### src/sv/wcm_pkg.sv
// ----------------------------------------------------------------------------
// wcm_pkg: shared definitions for the wildcard topic match unit
// Widths, register indexes, the star code and the link between match cells.
// ----------------------------------------------------------------------------
package wcm_pkg;

   localparam int MAX_PATTERN_CHARS_DEFAULT = 16;

   localparam int CHAR_W     = 8;
   localparam int CSR_DATA_W = 64;
   localparam int CSR_IDX_W  = 2;
   localparam int LEN_W      = 5;
   localparam int PATTERN_W  = 2 * CSR_DATA_W;

   localparam logic [CHAR_W-1:0] STAR_CHAR = 8'h2A;

   localparam logic [CSR_IDX_W-1:0] CSR_PATTERN_LOW  = 2'd0;
   localparam logic [CSR_IDX_W-1:0] CSR_PATTERN_HIGH = 2'd1;
   localparam logic [CSR_IDX_W-1:0] CSR_PATTERN_LEN  = 2'd2;

   // carries from one pattern position to the next
   typedef struct packed {
      logic close0;   // star closure before the character
      logic adv;      // position reached by consuming the character
      logic close1;   // star closure after the character
   } link_type;

endpackage

### src/sv/wcm_channels.sv
// ----------------------------------------------------------------------------
// wcm channels: valid/ready interfaces for subject characters and results
// Source drives valid and payload, sink drives ready.
// ----------------------------------------------------------------------------
interface wcm_req_if;
   logic                        valid;
   logic                        ready;
   logic [wcm_pkg::CHAR_W-1:0]  subject_char;
   logic                        last_char;
   logic                        empty_subject;

   modport source (output valid, output subject_char, output last_char,
                   output empty_subject, input ready);
   modport sink   (input valid, input subject_char, input last_char,
                   input empty_subject, output ready);
endinterface

interface wcm_rsp_if;
   logic valid;
   logic ready;
   logic is_match;

   modport source (output valid, output is_match, input ready);
   modport sink   (input valid, input is_match, output ready);
endinterface

### src/sv/wildcard_topic_match_unit.sv
// ----------------------------------------------------------------------------
// wildcard_topic_match_unit: streamed subject against a star-only pattern
// One subject character per transfer; one match flag per subject end.
// ----------------------------------------------------------------------------
// result: the result of a subject is registered and valid in the cycle after its final transfer
// throughput: one character per cycle while the input is not stalled, set by the
//   combinational ripple of the active bits through the chain of position cells
// a result waiting in the output register stalls the input until it is taken;
//   when the result side is ready it is taken and replaced in the same cycle
// reset: synchronous, active high; pattern registers clear to zero and only
//   the start position is active
module wildcard_topic_match_unit #(
   parameter int MAX_PATTERN_CHARS = wcm_pkg::MAX_PATTERN_CHARS_DEFAULT
) (
   input  logic                            clock,
   input  logic                            reset,
   wcm_req_if.sink                         req_chan,
   wcm_rsp_if.source                       rsp_chan,
   input  logic                            csr_wr_en,
   input  logic [wcm_pkg::CSR_IDX_W-1:0]   csr_index,
   input  logic [wcm_pkg::CSR_DATA_W-1:0]  csr_wr_data
);
   import wcm_pkg::*;

   localparam int POS_W = $clog2(MAX_PATTERN_CHARS + 1);
   localparam logic [MAX_PATTERN_CHARS:0] START_VEC = (MAX_PATTERN_CHARS + 1)'(1);

   // pattern registers
   logic [CSR_DATA_W-1:0] pat_low_ff, pat_high_ff;
   logic [LEN_W-1:0]      pat_len_ff;
   logic [PATTERN_W-1:0]  pattern;
   logic [POS_W-1:0]      len_used;

   // chain signals, one entry per pattern position plus the end position
   link_type                 link [MAX_PATTERN_CHARS+1];
   logic [MAX_PATTERN_CHARS:0] pos_en, pos_keep;
   logic [MAX_PATTERN_CHARS:0] act_vec, c0_vec, c1_vec;
   logic                       act_end_ff, act_end_in;

   // handshake and output register
   logic accept, subject_end;
   logic rsp_valid_ff, rsp_valid_in;
   logic is_match_ff, is_match_in;

   // ------------------------------------------------------------------
   // configuration writes
   // ------------------------------------------------------------------
   always_ff @(posedge clock) begin
      if (reset) begin
         pat_low_ff  <= '0;
         pat_high_ff <= '0;
         pat_len_ff  <= '0;
      end else if (csr_wr_en) begin
         unique case (csr_index)
            CSR_PATTERN_LOW:  pat_low_ff  <= csr_wr_data;
            CSR_PATTERN_HIGH: pat_high_ff <= csr_wr_data;
            CSR_PATTERN_LEN:  pat_len_ff  <= csr_wr_data[LEN_W-1:0];
            default: ;
         endcase
      end
   end

   assign pattern = {pat_high_ff, pat_low_ff};

   // a length above the cell count is taken as the cell count
   assign len_used = (pat_len_ff > LEN_W'(MAX_PATTERN_CHARS))
                   ? POS_W'(MAX_PATTERN_CHARS) : pat_len_ff[POS_W-1:0];

   // ------------------------------------------------------------------
   // transfer control: a waiting result only stalls if it is not taken
   // ------------------------------------------------------------------
   assign req_chan.ready = !rsp_valid_ff || rsp_chan.ready;
   assign accept         = req_chan.valid && req_chan.ready;
   assign subject_end    = req_chan.empty_subject || req_chan.last_char;

   // ------------------------------------------------------------------
   // chain of position cells
   // ------------------------------------------------------------------
   assign link[0] = '0;

   for (genvar i = 0; i <= MAX_PATTERN_CHARS; i++) begin : g_pos
      // positions below the length take part, the length position is kept
      assign pos_en[i]   = (POS_W'(i) < len_used);
      assign pos_keep[i] = (POS_W'(i) <= len_used);
   end

   for (genvar i = 0; i < MAX_PATTERN_CHARS; i++) begin : g_cell
      wcm_cell #(
         .START_BIT (START_VEC[i])
      ) u_cell (
         .clock       (clock),
         .reset       (reset),
         .pat_char    (pattern[CHAR_W*i +: CHAR_W]),
         .sub_char    (req_chan.subject_char),
         .enable      (pos_en[i]),
         .keep        (pos_keep[i]),
         .accept      (accept),
         .subject_end (subject_end),
         .link_in     (link[i]),
         .link_out    (link[i+1]),
         .act         (act_vec[i]),
         .c0          (c0_vec[i]),
         .c1          (c1_vec[i])
      );
   end

   // end position: full pattern consumed, no character of its own
   assign act_vec[MAX_PATTERN_CHARS] = act_end_ff;
   assign c0_vec[MAX_PATTERN_CHARS]  = (act_end_ff & pos_keep[MAX_PATTERN_CHARS])
                                     | link[MAX_PATTERN_CHARS].close0;
   assign c1_vec[MAX_PATTERN_CHARS]  = link[MAX_PATTERN_CHARS].adv
                                     | link[MAX_PATTERN_CHARS].close1;

   always_comb begin
      act_end_in = act_end_ff;
      if (accept) begin
         act_end_in = subject_end ? START_VEC[MAX_PATTERN_CHARS]
                                  : c1_vec[MAX_PATTERN_CHARS];
      end
   end

   // ------------------------------------------------------------------
   // result register
   // ------------------------------------------------------------------
   always_comb begin
      rsp_valid_in = rsp_valid_ff;
      is_match_in  = is_match_ff;
      if (rsp_chan.ready) begin
         rsp_valid_in = 1'b0;
      end
      if (accept && subject_end) begin
         rsp_valid_in = 1'b1;
         // an empty item adds no character: read the closed set before it
         is_match_in  = req_chan.empty_subject ? c0_vec[len_used] : c1_vec[len_used];
      end
   end

   always_ff @(posedge clock) begin
      if (reset) begin
         act_end_ff   <= START_VEC[MAX_PATTERN_CHARS];
         rsp_valid_ff <= 1'b0;
      end else begin
         act_end_ff   <= act_end_in;
         rsp_valid_ff <= rsp_valid_in;
      end
      is_match_ff <= is_match_in;
   end

   assign rsp_chan.valid    = rsp_valid_ff;
   assign rsp_chan.is_match = is_match_ff;

   // ------------------------------------------------------------------
   // checks
   // ------------------------------------------------------------------
   // every subject end rearms the chain at the start position
   a_end_rearms: assert property (@(posedge clock) disable iff (reset)
      accept && subject_end |=> act_vec == START_VEC)
      else $error("chain not rearmed after subject end");

   // a character inside the subject never creates or drops a result
   a_mid_no_result: assert property (@(posedge clock) disable iff (reset)
      accept && !subject_end |=> rsp_valid_ff == $past(rsp_valid_ff && !rsp_chan.ready))
      else $error("result changed by a mid-subject character");

   // a subject end always presents a result in the next cycle
   a_end_result: assert property (@(posedge clock) disable iff (reset)
      accept && subject_end |=> rsp_valid_ff)
      else $error("subject end without result");

endmodule

### src/sv/wcm_cell.sv
// ----------------------------------------------------------------------------
// wcm_cell: one pattern position of the match chain
// Holds the active bit of its position and passes closure and advance
// carries to the next position.
// ----------------------------------------------------------------------------
module wcm_cell #(
   parameter logic START_BIT = 1'b0
) (
   input  logic                        clock,
   input  logic                        reset,
   input  logic [wcm_pkg::CHAR_W-1:0]  pat_char,
   input  logic [wcm_pkg::CHAR_W-1:0]  sub_char,
   input  logic                        enable,
   input  logic                        keep,
   input  logic                        accept,
   input  logic                        subject_end,
   input  wcm_pkg::link_type           link_in,
   output wcm_pkg::link_type           link_out,
   output logic                        act,
   output logic                        c0,
   output logic                        c1
);
   import wcm_pkg::*;

   logic act_ff, act_in;
   logic star, hit, adv_here;

   assign star = (pat_char == STAR_CHAR);
   assign hit  = (pat_char == sub_char);

   // closed set before the character, then advance, then close again
   assign c0       = (act_ff & keep) | link_in.close0;
   assign adv_here = link_in.adv | (enable & c0 & star);
   assign c1       = adv_here | link_in.close1;

   assign link_out.close0 = enable & star & c0;
   assign link_out.adv    = enable & c0 & (star | hit);
   assign link_out.close1 = enable & star & c1;

   assign act = act_ff;

   always_comb begin
      act_in = act_ff;
      if (accept) begin
         act_in = subject_end ? START_BIT : c1;
      end
   end

   always_ff @(posedge clock) begin
      if (reset) begin
         act_ff <= START_BIT;
      end else begin
         act_ff <= act_in;
      end
   end

endmodule

### src/flat_wrapper.sv
// flat-port wrapper written by rule: the top's interface ports become plain ports
module wildcard_topic_match_unit_flat import wcm_pkg::*;
#(
   parameter int MAX_PATTERN_CHARS = wcm_pkg::MAX_PATTERN_CHARS_DEFAULT
)
  (clock, reset, csr_wr_en, csr_index, csr_wr_data, req_chan_valid, req_chan_subject_char, req_chan_last_char, req_chan_empty_subject, req_chan_ready, rsp_chan_valid, rsp_chan_is_match, rsp_chan_ready);
  wcm_req_if req_chan_i ();
  wcm_rsp_if rsp_chan_i ();
  input  logic clock;
  input  logic reset;
  input  logic csr_wr_en;
  input  logic [wcm_pkg::CSR_IDX_W-1:0] csr_index;
  input  logic [wcm_pkg::CSR_DATA_W-1:0] csr_wr_data;
  input wire logic [$bits(req_chan_i.valid)-1:0] req_chan_valid;
  input wire logic [$bits(req_chan_i.subject_char)-1:0] req_chan_subject_char;
  input wire logic [$bits(req_chan_i.last_char)-1:0] req_chan_last_char;
  input wire logic [$bits(req_chan_i.empty_subject)-1:0] req_chan_empty_subject;
  output wire logic [$bits(req_chan_i.ready)-1:0] req_chan_ready;
  output wire logic [$bits(rsp_chan_i.valid)-1:0] rsp_chan_valid;
  output wire logic [$bits(rsp_chan_i.is_match)-1:0] rsp_chan_is_match;
  input wire logic [$bits(rsp_chan_i.ready)-1:0] rsp_chan_ready;
  assign req_chan_i.valid = req_chan_valid;
  assign req_chan_i.subject_char = req_chan_subject_char;
  assign req_chan_i.last_char = req_chan_last_char;
  assign req_chan_i.empty_subject = req_chan_empty_subject;
  assign req_chan_ready = req_chan_i.ready;
  assign rsp_chan_valid = rsp_chan_i.valid;
  assign rsp_chan_is_match = rsp_chan_i.is_match;
  assign rsp_chan_i.ready = rsp_chan_ready;
  wildcard_topic_match_unit #(.MAX_PATTERN_CHARS(MAX_PATTERN_CHARS)) u_core (.clock(clock), .reset(reset), .req_chan(req_chan_i), .rsp_chan(rsp_chan_i), .csr_wr_en(csr_wr_en), .csr_index(csr_index), .csr_wr_data(csr_wr_data));
endmodule
### config.mk
export PLATFORM = sky130hd
export DESIGN_NAME = wildcard_topic_match_unit_flat
export DESIGN_NICKNAME = d
export VERILOG_FILES = /design/src/sv/wcm_pkg.sv /design/src/sv/wcm_channels.sv /design/src/sv/wildcard_topic_match_unit.sv /design/src/sv/wcm_cell.sv /design/src/flat_wrapper.sv
export SDC_FILE = /design/constraint.sdc
export NUM_CORES = 1
export LEC_CHECK = 0
export ABC_CLOCK_PERIOD_IN_PS = 19300
export BUFFER_PORTS_ARGS = -buffer_cell sky130_fd_sc_hd__clkbuf_2
export CAP_MARGIN = 20
export CELL_PAD_IN_SITES_DETAIL_PLACEMENT = 1
export CELL_PAD_IN_SITES_GLOBAL_PLACEMENT = 1
export CORE_ASPECT_RATIO = 2
export CORE_MARGIN = 2
export CORE_UTILIZATION = 35
export CTS_CLUSTER_DIAMETER = 100
export DETAILED_ROUTE_END_ITERATION = 8
export GPL_TIMING_DRIVEN = 0
export PLACE_DENSITY = 0.67
export SETUP_SLACK_MARGIN = 0.1
export SLEW_MARGIN = 20
export SYNTH_ARGS = -nofsm -noshare
export SYNTH_HDL_FRONTEND = slang
export SYNTH_HIERARCHICAL = 1
export SYNTH_SLANG_ARGS = --single-unit
### constraint.sdc
create_clock -name clock -period 19.3 [get_ports clock]
set_input_delay 0.965 -clock clock [delete_from_list [all_inputs] [get_ports clock]]
set_output_delay 0.965 -clock clock [all_outputs]
set_load 0.01 [all_outputs]
==> results.py, run 1 <==
metrics = {
    "status": {
        "outcome": "finished clean",
    },
    "logic_synthesis": {
        "ys_async_sr_fraction_pct": 0,
        "synth.distinct_cells": 48,
        "ys.flop_type": "dfxtp_1",
        "synth-edff-count": 1,
        "yosysSeqAreaShare_pct": 34.4,
        "yosysWarnings": 6,
        "post_synth.cell_area_avg_um2": 8.08,
        "synthCells": 1099,
        "ys_ff_latch": 152,
        "syn-cell-area_um2": 8880,
    },
    "grt": {
        "antenna_found_initial": 0,
        "grt_start_max_net_pins": 34,
        "overflow": 0,
        "track_usage_pct": 26.8,
        "grt_pass1_vias": 8870,
        "grt_pass1_wl_um": 52100,
    },
    "cells_and_area": {
        "diodes": 0,
        "multi_input_area_um2": 5430,
        "fillers": 3121,
        "drive_above_1_share_pct": 17.4,
        "syn_to_final_growth_pct": 16.4,
        "ff_latch_area_um2": 3050,
        "final_nets": 1284,
    },
    "worst_setup_path": {
        "max_stage_delay_ns": 0.43,
        "path_class": "flip-flop to flip-flop",
        "cp_max_fo": 10,
        "r2r_slack_ns": 6.77,
        "crit_path_end_kind": "flip-flop",
        "crit_slowest_cell": "or3_1",
        "cp-start-kind": "flip-flop",
        "arrival_ns": 12.73,
        "required_ns": 19.50,
        "cpMostUsedCell": "nor2_1",
    },
    "timing": {
        "maxSlewHeadroom_pct": 32.8,
        "fin_tns_setup_ns": 0,
        "hold_viol_final": 0,
        "setup_viol": 0,
        "fin_skew_ns": 0.00739,
        "worstMarginPinSlew_ns": 1.00,
        "slew_viol_final": 0,
        "finalCritPeriodShare_pct": 64.9,
        "rsz0062_at_grt": "false",
        "min_period_ns": 12.53,
        "max_freq_ghz": 0.0798,
    },
    "floorplanning": {
        "rows": 82,
        "start_util_pct": 35.5,
        "ioPinCount": 84,
        "die_w_um": 117,
        "core-area_um2": 25000,
        "die_y_um": 229,
        "die-area_um2": 26700,
    },
    "placed_design": {
        "dp_hpwl_um": 26700,
        "io_buffers": 83,
        "place.gp.congestion": 0.891,
    },
    "power": {
        "seqPwrFrac_pct": 42.5,
        "clkPwrFrac_pct": 45.0,
        "ir_drop_mv": 0.0592,
        "p_leak_nw": 3.79,
        "sw_frac_of_total_pct": 28.0,
        "pwr-share-comb_pct": 12.6,
        "power_switching_uw": 220,
        "power_uw": 788,
        "p_per_area_nw_per_um2": 76.2,
        "internal_power_uw": 568,
    },
    "min_path": {
        "hold_class": "flip-flop to flip-flop",
    },
    "clocking": {
        "cts_buffer_depth": 2,
        "cts_tree": "built",
        "post_cts_buffers": 0,
        "numCtsBuffers": 17,
        "cts_resized": 0,
        "clk_pin_slew_ns": 0.07,
        "cts_sinks": 152,
        "htree_levels": 4,
        "cts_hold_buffers": 0,
        "root_buffer": "clkbuf_16",
        "clock_latency_ns": 0.45,
    },
    "detailed_routing": {
        "ant_nets": 0,
        "routed_wl_um": 34700,
        "via_per_inst": 5.43,
        "wl_per_cell_um": 22.3,
        "num_vias": 8420,
        "drt_iter0_markers": 366,
        "drcViolationCount": 0,
        "dr.pass1.iters": 4,
    },
    "run": {
        "cap_viol_max_count": 0,
    },
}
## synthesized netlist by cell type (5+ instances only)
master	count	area (um^2)
o32ai_1	15	131
mux2i_1	7	70.1
a41oi_2	15	244
buf_2	5	25.0
buf_1	8	30.0
nand2b_1	7	43.8
or2_2	17	106
a21o_1	24	180
nand4_1	48	300
xnor2_1	128	1120
nand2_1	289	1080
nor4b_4	16	380
nor2_1	30	113
dfxtp_1	151	3020
inv_1	49	184
or3b_2	16	140
and4bb_2	16	200
clkbuf_1	41	154
o31ai_1	16	120
nand3_1	20	100
a21oi_1	133	666
## critical path: cells and delay by family, from the launching register on
kind | cells | cell delay, ns
buffers and inverters | 2 | 0.44
and+or+nand+nor | 35 | 7.03
AOI/OAI and AO/OA | 18 | 4.44
DFF | 1 | 0.39
## final timing paths
kind                            cells after the start                         from                     endpoint
worst min-delay path                                2  u_core/g_cell[3].u_cell/act  u_core/g_cell[3].u_cell/act
worst max register to register                     55         u_core/pat_len_ff[4]     u_core/rsp_chan.is_match
worst max-delay path                               55         u_core/pat_len_ff[4]     u_core/rsp_chan.is_match
worst min register to register                      2  u_core/g_cell[3].u_cell/act  u_core/g_cell[3].u_cell/act
## power groups by stage
stage                     clock network [mW]  logic [mW]  registers, mW
final                                  0.354      0.0990          0.335
after global routing                   0.375       0.107          0.336
after CTS                              0.363      0.0988          0.335
after detailed placement                   0      0.0984          0.342
after global placement                     0      0.0967          0.341
after floorplan                            0      0.0551          0.339
## registers in the layout (all words and copies together) (netlist names)
name / count
u_core/pat_high_ff: 64
u_core/pat_low_ff: 64
u_core/g_cell.u_cell/act: 16
u_core/pat_len_ff: 5
u_core/act_end_ff: 1
u_core/rsp_chan.is_match: 1
u_core/rsp_chan.valid: 1
## logic make-up (layout without fill, tap and decap cells)
family	after synthesis	count (layout)	synth area share, %
AOI/OAI and AO/OA	221	221	16.7
xor gates and xnor gates	128	128	12.6
buffers and inverters	104	219	4.55
DFF	152	152	34.4
muxes	15	15	2.44
other	2	4	0.0846
and+or+nand+nor	477	477	29.2
## metrics by stage
step / std cells / utilization (%) / hold WS [ns] / worst slack, ns / area (um^2)
finish: 1552 / 41.3 / 0.479 / 6.77 / 10300
global placement: 1520 / 38.8 / 0.461 / 6.71 / 9730
detailed placement: 1520 / 38.8 / 0.469 / 6.72 / 9730
global route: 1552 / 41.3 / 0.498 / 6.27 / 10300
floorplan: 1101 / - / 0.451 / 8.78 / 8890
CTS: 1552 / 41.3 / 0.479 / 6.82 / 10300
## placed cells by master (no fill, tap or decap), drive strengths merged, types with 2 or more instances in the layout
| master | n |
|---|---|
| dfxtp | 151 |
| or3b | 16 |
| bufinv | 3 |
| nor4b | 17 |
| xnor2 | 128 |
| nand2b | 7 |
| mux4 | 4 |
| buf | 14 |
| a21o | 24 |
| a41o | 2 |
| o21bai | 2 |
| a31oi | 2 |
| clkinvlp | 4 |
| a31o | 2 |
| nand2 | 289 |
| and4bb | 16 |
| and2b | 2 |
| nor2b | 4 |
| a21oi | 133 |
| nand3 | 20 |
| mux2 | 4 |
| inv | 52 |
| clkbuf | 142 |
| nor3b | 2 |
| or3 | 4 |
| o32ai | 15 |
| or2 | 17 |
| mux2i | 7 |
| o31ai | 16 |
| a41oi | 15 |
| nor3 | 2 |
| nand4 | 49 |
| nor2 | 30 |
| conb | 4 |
| o21ai | 5 |
| clkinv | 4 |
## per-layer routing
layer	part of all wire (%)	GRT usage, %	vias up
li1	-	-	3993
met1	38	28.7	4163
met2	54	49.1	175
met3	2.7	4.02	89
met4	5.1	14.3	0
met5	0	0	-
## area by class of cell
class	count	area share, %
multi-input cells	845	52.6
flip-flops and latches	152	29.5
clock buffers	18	4.25
well taps	336	4.07
repair buffers	83	4.02
plain buffers	55	2.13
inverters	49	1.78
clock inverters	14	1.67
(Power assumes the default switching activity.)
==> run 2: changes to the inputs <==
- ABC_CLOCK_PERIOD_IN_PS: 19300 -> 12750
- clock period: 19.3 -> 12.75 ns (I/O delays scaled with it)
==> run 2 against run 1 <==
Register-to-register slack worse by 6.2 ns. Global-route usage is the same. Critical endpoint unchanged. Final cell count hardly changed. Largest power group unchanged. Total power grew 52%. Clock skew about the same. Largest cell class unchanged. Critical path depth unchanged.
==> results.py, run 2 (synthesis gave the netlist of run 1 again) <==
metrics = {
    "detailed_routing": {
        "routed_wl_um": 34700,
        "num_vias": 8397,
        "drt_iter0_markers": 370,
        "ant_nets": 0,
        "via_per_inst": 5.41,
        "drcViolationCount": 0,
        "wl_per_cell_um": 22.3,
        "dr.pass1.iters": 4,
    },
    "worst_setup_path": {
        "path_class": "flip-flop to flip-flop",
        "crit_slowest_cell": "dfxtp_1",
        "cp_max_fo": 10,
        "worst-path-buf-inv": 2,
        "cp_top_family": "simple AND/OR/NAND/NOR gates",
        "cp-start-kind": "flip-flop",
        "required_ns": 12.95,
        "max_stage_delay_ns": 0.39,
        "cpMostUsedCell": "nor2_1",
        "arrival_ns": 12.42,
        "crit_path_end_kind": "flip-flop",
    },
    "grt": {
        "grt_start_max_net_pins": 34,
        "grt_pass1_vias": 8880,
        "grt_pass1_wl_um": 52100,
        "use_met2_pct": 49.1,
        "use_met3_pct": 4.34,
        "grt_util_met1_pct": 28.5,
        "top_usage_layer": "met2",
        "overflow": 0,
        "track_usage_pct": 26.8,
        "antenna_found_initial": 0,
    },
    "power": {
        "power_mw": 1.19,
        "ir_drop_mv": 0.0896,
        "p_leak_nw": 3.81,
        "p_per_area_nw_per_um2": 115,
    },
    "clocking": {
        "htree_levels": 4,
        "numCtsBuffers": 17,
        "cts_sinks": 152,
        "root_buffer": "clkbuf_16",
        "cts_buffer_depth": 2,
        "clock_latency_ns": 0.45,
        "clk_pin_slew_ns": 0.07,
        "cts_tree": "built",
    },
    "cells_and_area": {
        "fillers": 3111,
        "final_nets": 1285,
        "drive_above_1_share_pct": 17.7,
        "postLayoutCellArea_um2": 10400,
        "syn_to_final_growth_pct": 17.3,
        "final_cell_mix": "289 x nand2_1, 151 x dfxtp_1, 133 x a21oi_1",
        "final_common_cell": "nand2_1",
        "diodes": 0,
    },
    "status": {
        "outcome": "finished clean",
    },
    "timing": {
        "rsz0062_at_grt": "false",
        "fin_skew_ns": 0.00743,
        "slew_viol_final": 0,
        "worstMarginPinSlew_ns": 0.992,
        "setup_viol": 0,
        "finalCritPeriodShare_pct": 95.8,
        "min_period_ns": 12.21,
        "max_freq_ghz": 0.0819,
        "fin_tns_setup_ns": 0,
        "hold_viol_final": 0,
        "maxSlewHeadroom_pct": 33.6,
        "hold-worst-slack_ns": 0.419,
        "setup_slack_ns": 0.537,
    },
    "min_path": {
        "hold_class": "input port to flip-flop",
    },
    "floorplanning": {
        "die_w_um": 117,
        "rows": 82,
        "die_y_um": 229,
        "core-area_um2": 25000,
        "ioPinCount": 84,
        "die-area_um2": 26700,
        "start_util_pct": 35.5,
    },
    "placed_design": {
        "dp_hpwl_um": 26700,
        "place.gp.congestion": 0.891,
        "placed_area_um2": 9730,
        "pre_cts_slack_ns": 0.321,
        "io_buffers": 83,
    },
    "run": {
        "cap_viol_max_count": 0,
    },
}
run 2: cell types whose count changed in the layout (fill, tap and decap cells not counted):
| cell | delta |
|---|---|
| buf_4 | +1 |
| clkbuf_1 | -1 |
| or3_4 | +1 |
| or3_1 | -1 |
| a41oi_4 | +6 |
| a41oi_2 | -6 |
| clkbuf_2 | +1 |
run 2: timing repair:
item | in CTS | in global routing
hold buffers | 0 | 0
resized for setup | 0 | 9
endpoints found under the setup margin | 0 | 1
setup buffers | 0 | 1
run 2: path summary, 6_finish.rpt:
path / from / cells past startpoint / end / slack (ns)
setup / recovery: u_core/pat_len_ff[4] / 55 / u_core/rsp_chan.is_match / 0.54
hold / removal: csr_wr_data[15] / 3 / u_core/pat_high_ff[15] / 0.42
setup reg to reg: u_core/pat_len_ff[4] / 55 / u_core/rsp_chan.is_match / 0.54
hold reg to reg: u_core/g_cell[3].u_cell/act / 2 / u_core/g_cell[3].u_cell/act / 0.48
run 2: cell type report:
type | instances | area (um^2) | share of cell area (%)
multi-input combinational | 845 | 5510 | 52.8
clock buffer | 18 | 439 | 4.22
sequential | 152 | 3050 | 29.3
clock inverter | 14 | 173 | 1.66
tap | 336 | 420 | 4.04
buffer | 55 | 221 | 2.13
timing repair buffer | 84 | 423 | 4.06
inverter | 49 | 184 | 1.77
run 2: power breakdown:
group,switching (mW),leakage (nW),internal [mW]
logic,0.0948,2.28,0.0559
clock network,0.223,0.291,0.314
registers,0.0168,1.24,0.490
run 2: per-stage QoR:
| step | util [%] | std cells |
|---|---|---|
| CTS | 41.3 | 1552 |
| global placement | 38.8 | 1520 |
| global route | 41.6 | 1553 |
| detailed placement | 38.8 | 1520 |
| finish | 41.6 | 1553 |
| floorplan | - | 1101 |
run 2: layer usage:
layer	vias to the layer above	share of wire, %
met5	-	0
met4	0	4.7
met3	85	3.4
met2	187	54
met1	4127	38
li1	3998	-
run 2: tightest hold or removal path, stage by stage:
cell and delay (ns):
clkbuf_2 0.09, nand2_1 0.05, a21oi_1 0.05
==> run 3: changes to the inputs <==
- ABC_AREA: not set -> 1
- PLACE_DENSITY: 0.67 -> 0.7
==> run 3 against run 2 <==
Global-route usage shrank 0.57 points. Synthesized cell count is 23% higher. Critical endpoint unchanged. Highest routed layer unchanged. Cell area up 0.56%. Clock power down 1%. Synthesized area up 1.5%. Register-to-register slack better by 2.2 ns. Sequential power up 0.8%. Sequential share of layout area shrank 0.16 points. Non-clock buffer count is 10 lower.
==> results.py, run 3 <==
metrics = {
    "logic_synthesis": {
        "post_synth.cell_area_avg_um2": 6.67,
        "synthTopCellsByArea": "dfxtp_1 34%, nand2_1 19%, xnor2_1 9.5%",
        "synth_most_common_cell": "nand2_1",
        "yosysWarnings": 6,
        "yosysTopAreaCellShare_pct": 33.5,
        "ys.flop_type": "dfxtp_1",
        "yosysSeqAreaShare_pct": 33.9,
        "synth_common_cells": "445 x nand2_1, 151 x a21oi_1, 151 x dfxtp_1",
        "ys_async_sr_fraction_pct": 0,
        "synthCells": 1352,
        "synth_top_area_cell": "dfxtp_1",
        "ys_ff_latch": 152,
        "synth.distinct_cells": 29,
        "synth-edff-count": 1,
        "syn-cell-area_um2": 9010,
    },
    "power": {
        "p_per_area_nw_per_um2": 116,
        "p_leak_nw": 4.55,
        "ir_drop_mv": 0.0992,
    },
    "timing": {
        "rsz0062_at_grt": "false",
        "finalCritPeriodShare_pct": 78.8,
        "fin_skew_ns": 0.00989,
        "worstMarginPinSlew_ns": 0.876,
        "maxSlewHeadroom_pct": 41.6,
        "hold-worst-slack_ns": 0.442,
        "min_period_ns": 10.04,
        "max_freq_ghz": 0.0996,
        "hold_viol_final": 0,
        "setup_slack_ns": 2.71,
        "slew_viol_final": 0,
        "setup_viol": 0,
        "fin_tns_setup_ns": 0,
    },
    "clocking": {
        "cts_tree": "built",
        "clock_latency_ns": 0.45,
        "cts_resized": 0,
        "cts_hold_buffers": 0,
        "htree_levels": 4,
        "clk_pin_slew_ns": 0.07,
        "cts_buffer_depth": 2,
        "cts_sinks": 152,
        "numCtsBuffers": 17,
        "root_buffer": "clkbuf_16",
        "post_cts_buffers": 0,
    },
    "detailed_routing": {
        "ant_nets": 0,
        "num_vias": 9052,
        "drcViolationCount": 0,
        "wl_per_cell_um": 19.5,
        "routed_wl_um": 35300,
        "via_per_inst": 5.00,
        "dr.pass1.iters": 4,
        "drt_iter0_markers": 352,
    },
    "floorplanning": {
        "core-area_um2": 25500,
        "start_util_pct": 35.3,
        "rows": 83,
        "die-area_um2": 27100,
        "die_y_um": 231,
        "die_w_um": 117,
        "ioPinCount": 84,
    },
    "worst_setup_path": {
        "cp_max_fo": 10,
        "crit_slowest_cell": "dfxtp_1",
        "required_ns": 12.95,
        "cp-start-kind": "flip-flop",
        "cp_top_family": "simple AND/OR/NAND/NOR gates",
        "crit_path_end_kind": "flip-flop",
        "max_stage_delay_ns": 0.41,
        "worst-path-buf-inv": 17,
        "cpMostUsedCell": "inv_1",
        "path_class": "flip-flop to flip-flop",
        "arrival_ns": 10.24,
    },
    "cells_and_area": {
        "final_cell_mix": "445 x nand2_1, 151 x a21oi_1, 151 x dfxtp_1",
        "diodes": 0,
        "postLayoutCellArea_um2": 10500,
        "final_common_cell": "nand2_1",
        "syn_to_final_growth_pct": 16.2,
        "drive_above_1_share_pct": 16.7,
        "final_nets": 1538,
        "fillers": 3473,
    },
    "grt": {
        "overflow": 0,
        "grt_pass1_wl_um": 53300,
        "grt_start_max_net_pins": 30,
        "grt_pass1_vias": 9447,
        "antenna_found_initial": 0,
        "track_usage_pct": 26.2,
    },
    "min_path": {
        "hold_class": "input port to flip-flop",
    },
    "placed_design": {
        "placed_area_um2": 9880,
        "place.gp.congestion": 0.906,
        "pre_cts_slack_ns": 2.71,
        "io_buffers": 83,
        "dp_hpwl_um": 27200,
    },
    "run": {
        "cap_viol_max_count": 0,
    },
    "status": {
        "outcome": "finished clean",
    },
}
-- run 3: changes by cell type after synthesis, sizes merged, moves of 16 or more --
cell,before,now
nand2,289,492
and4bb,16,0
a21oi,133,166
nand4,49,2
a21o,24,0
xnor2,128,98
inv,49,123
nor2,30,146
or3b,16,0
o31ai,16,0
xor2,0,30
nor4b,17,0
-- run 3: metal layers --
metal	part of all wire [%]	global-route usage, %	vias to the layer above	routed length [um]
met4	6.5	17.3	0	2300
met5	0	0	-	0
met1	37	26.0	4324	13100
met3	2.8	3.61	107	988
met2	54	50.2	212	19000
li1	-	-	4409	-
-- run 3: logic make-up after synthesis --
logic type	synth area share (%)
and+or+nand+nor	34.2
AOI/OAI and AO/OA	12.2
buffers and inverters	7.22
DFF	33.9
xor gates and xnor gates	12.4
other	0.0833
-- run 3: cell type report --
cell class,count,area [um^2],share of cell area [%]
timing repair buffer,84,435,4.16
clock buffer,19,443,4.23
tap,340,425,4.06
sequential,152,3050,29.1
clock inverter,12,151,1.44
multi-input combinational,1034,5320,50.8
inverter,123,462,4.41
buffer,45,189,1.80
-- run 3: worst paths after layout --
| check | cells after the start | slack, ns | end | startpoint |
|---|---|---|---|---|
| worst max-delay path | 74 | 2.71 | u_core/rsp_chan.is_match | u_core/pat_len_ff[4] |
| worst min-delay path | 3 | 0.44 | u_core/pat_high_ff[31] | csr_wr_data[31] |
| worst max register to register | 74 | 2.71 | u_core/rsp_chan.is_match | u_core/pat_len_ff[4] |
| worst min register to register | 2 | 0.48 | u_core/g_cell[0].u_cell/act | u_core/g_cell[0].u_cell/act |
-- run 3: worst min-delay path: cells and delay by family --
| kind | cells | cell delay (ns) |
|---|---|---|
| buf+inv | 1 | 0.09 |
| compound gates | 1 | 0.05 |
| simple gates | 1 | 0.06 |
-- run 3: report_power, final --
part | leakage (nW) | total, mW | switching [mW] | internal (mW)
sequential | 1.24 | 0.511 | 0.0177 | 0.494
clock | 0.289 | 0.530 | 0.218 | 0.311
combinational | 3.02 | 0.170 | 0.112 | 0.0582
total | 4.55 | 1.21 | 0.348 | 0.863
-- run 3: metrics by stage --
| stage | power [mW] | util, % | instances |
|---|---|---|---|
| CTS | 1.22 | 41.0 | 1809 |
| detailed placement | 0.692 | 38.7 | 1778 |
| floorplan | 0.615 | - | 1354 |
| finish | 1.21 | 41.0 | 1809 |
| global route | 1.26 | 41.0 | 1809 |
| global placement | 0.686 | 38.6 | 1777 |
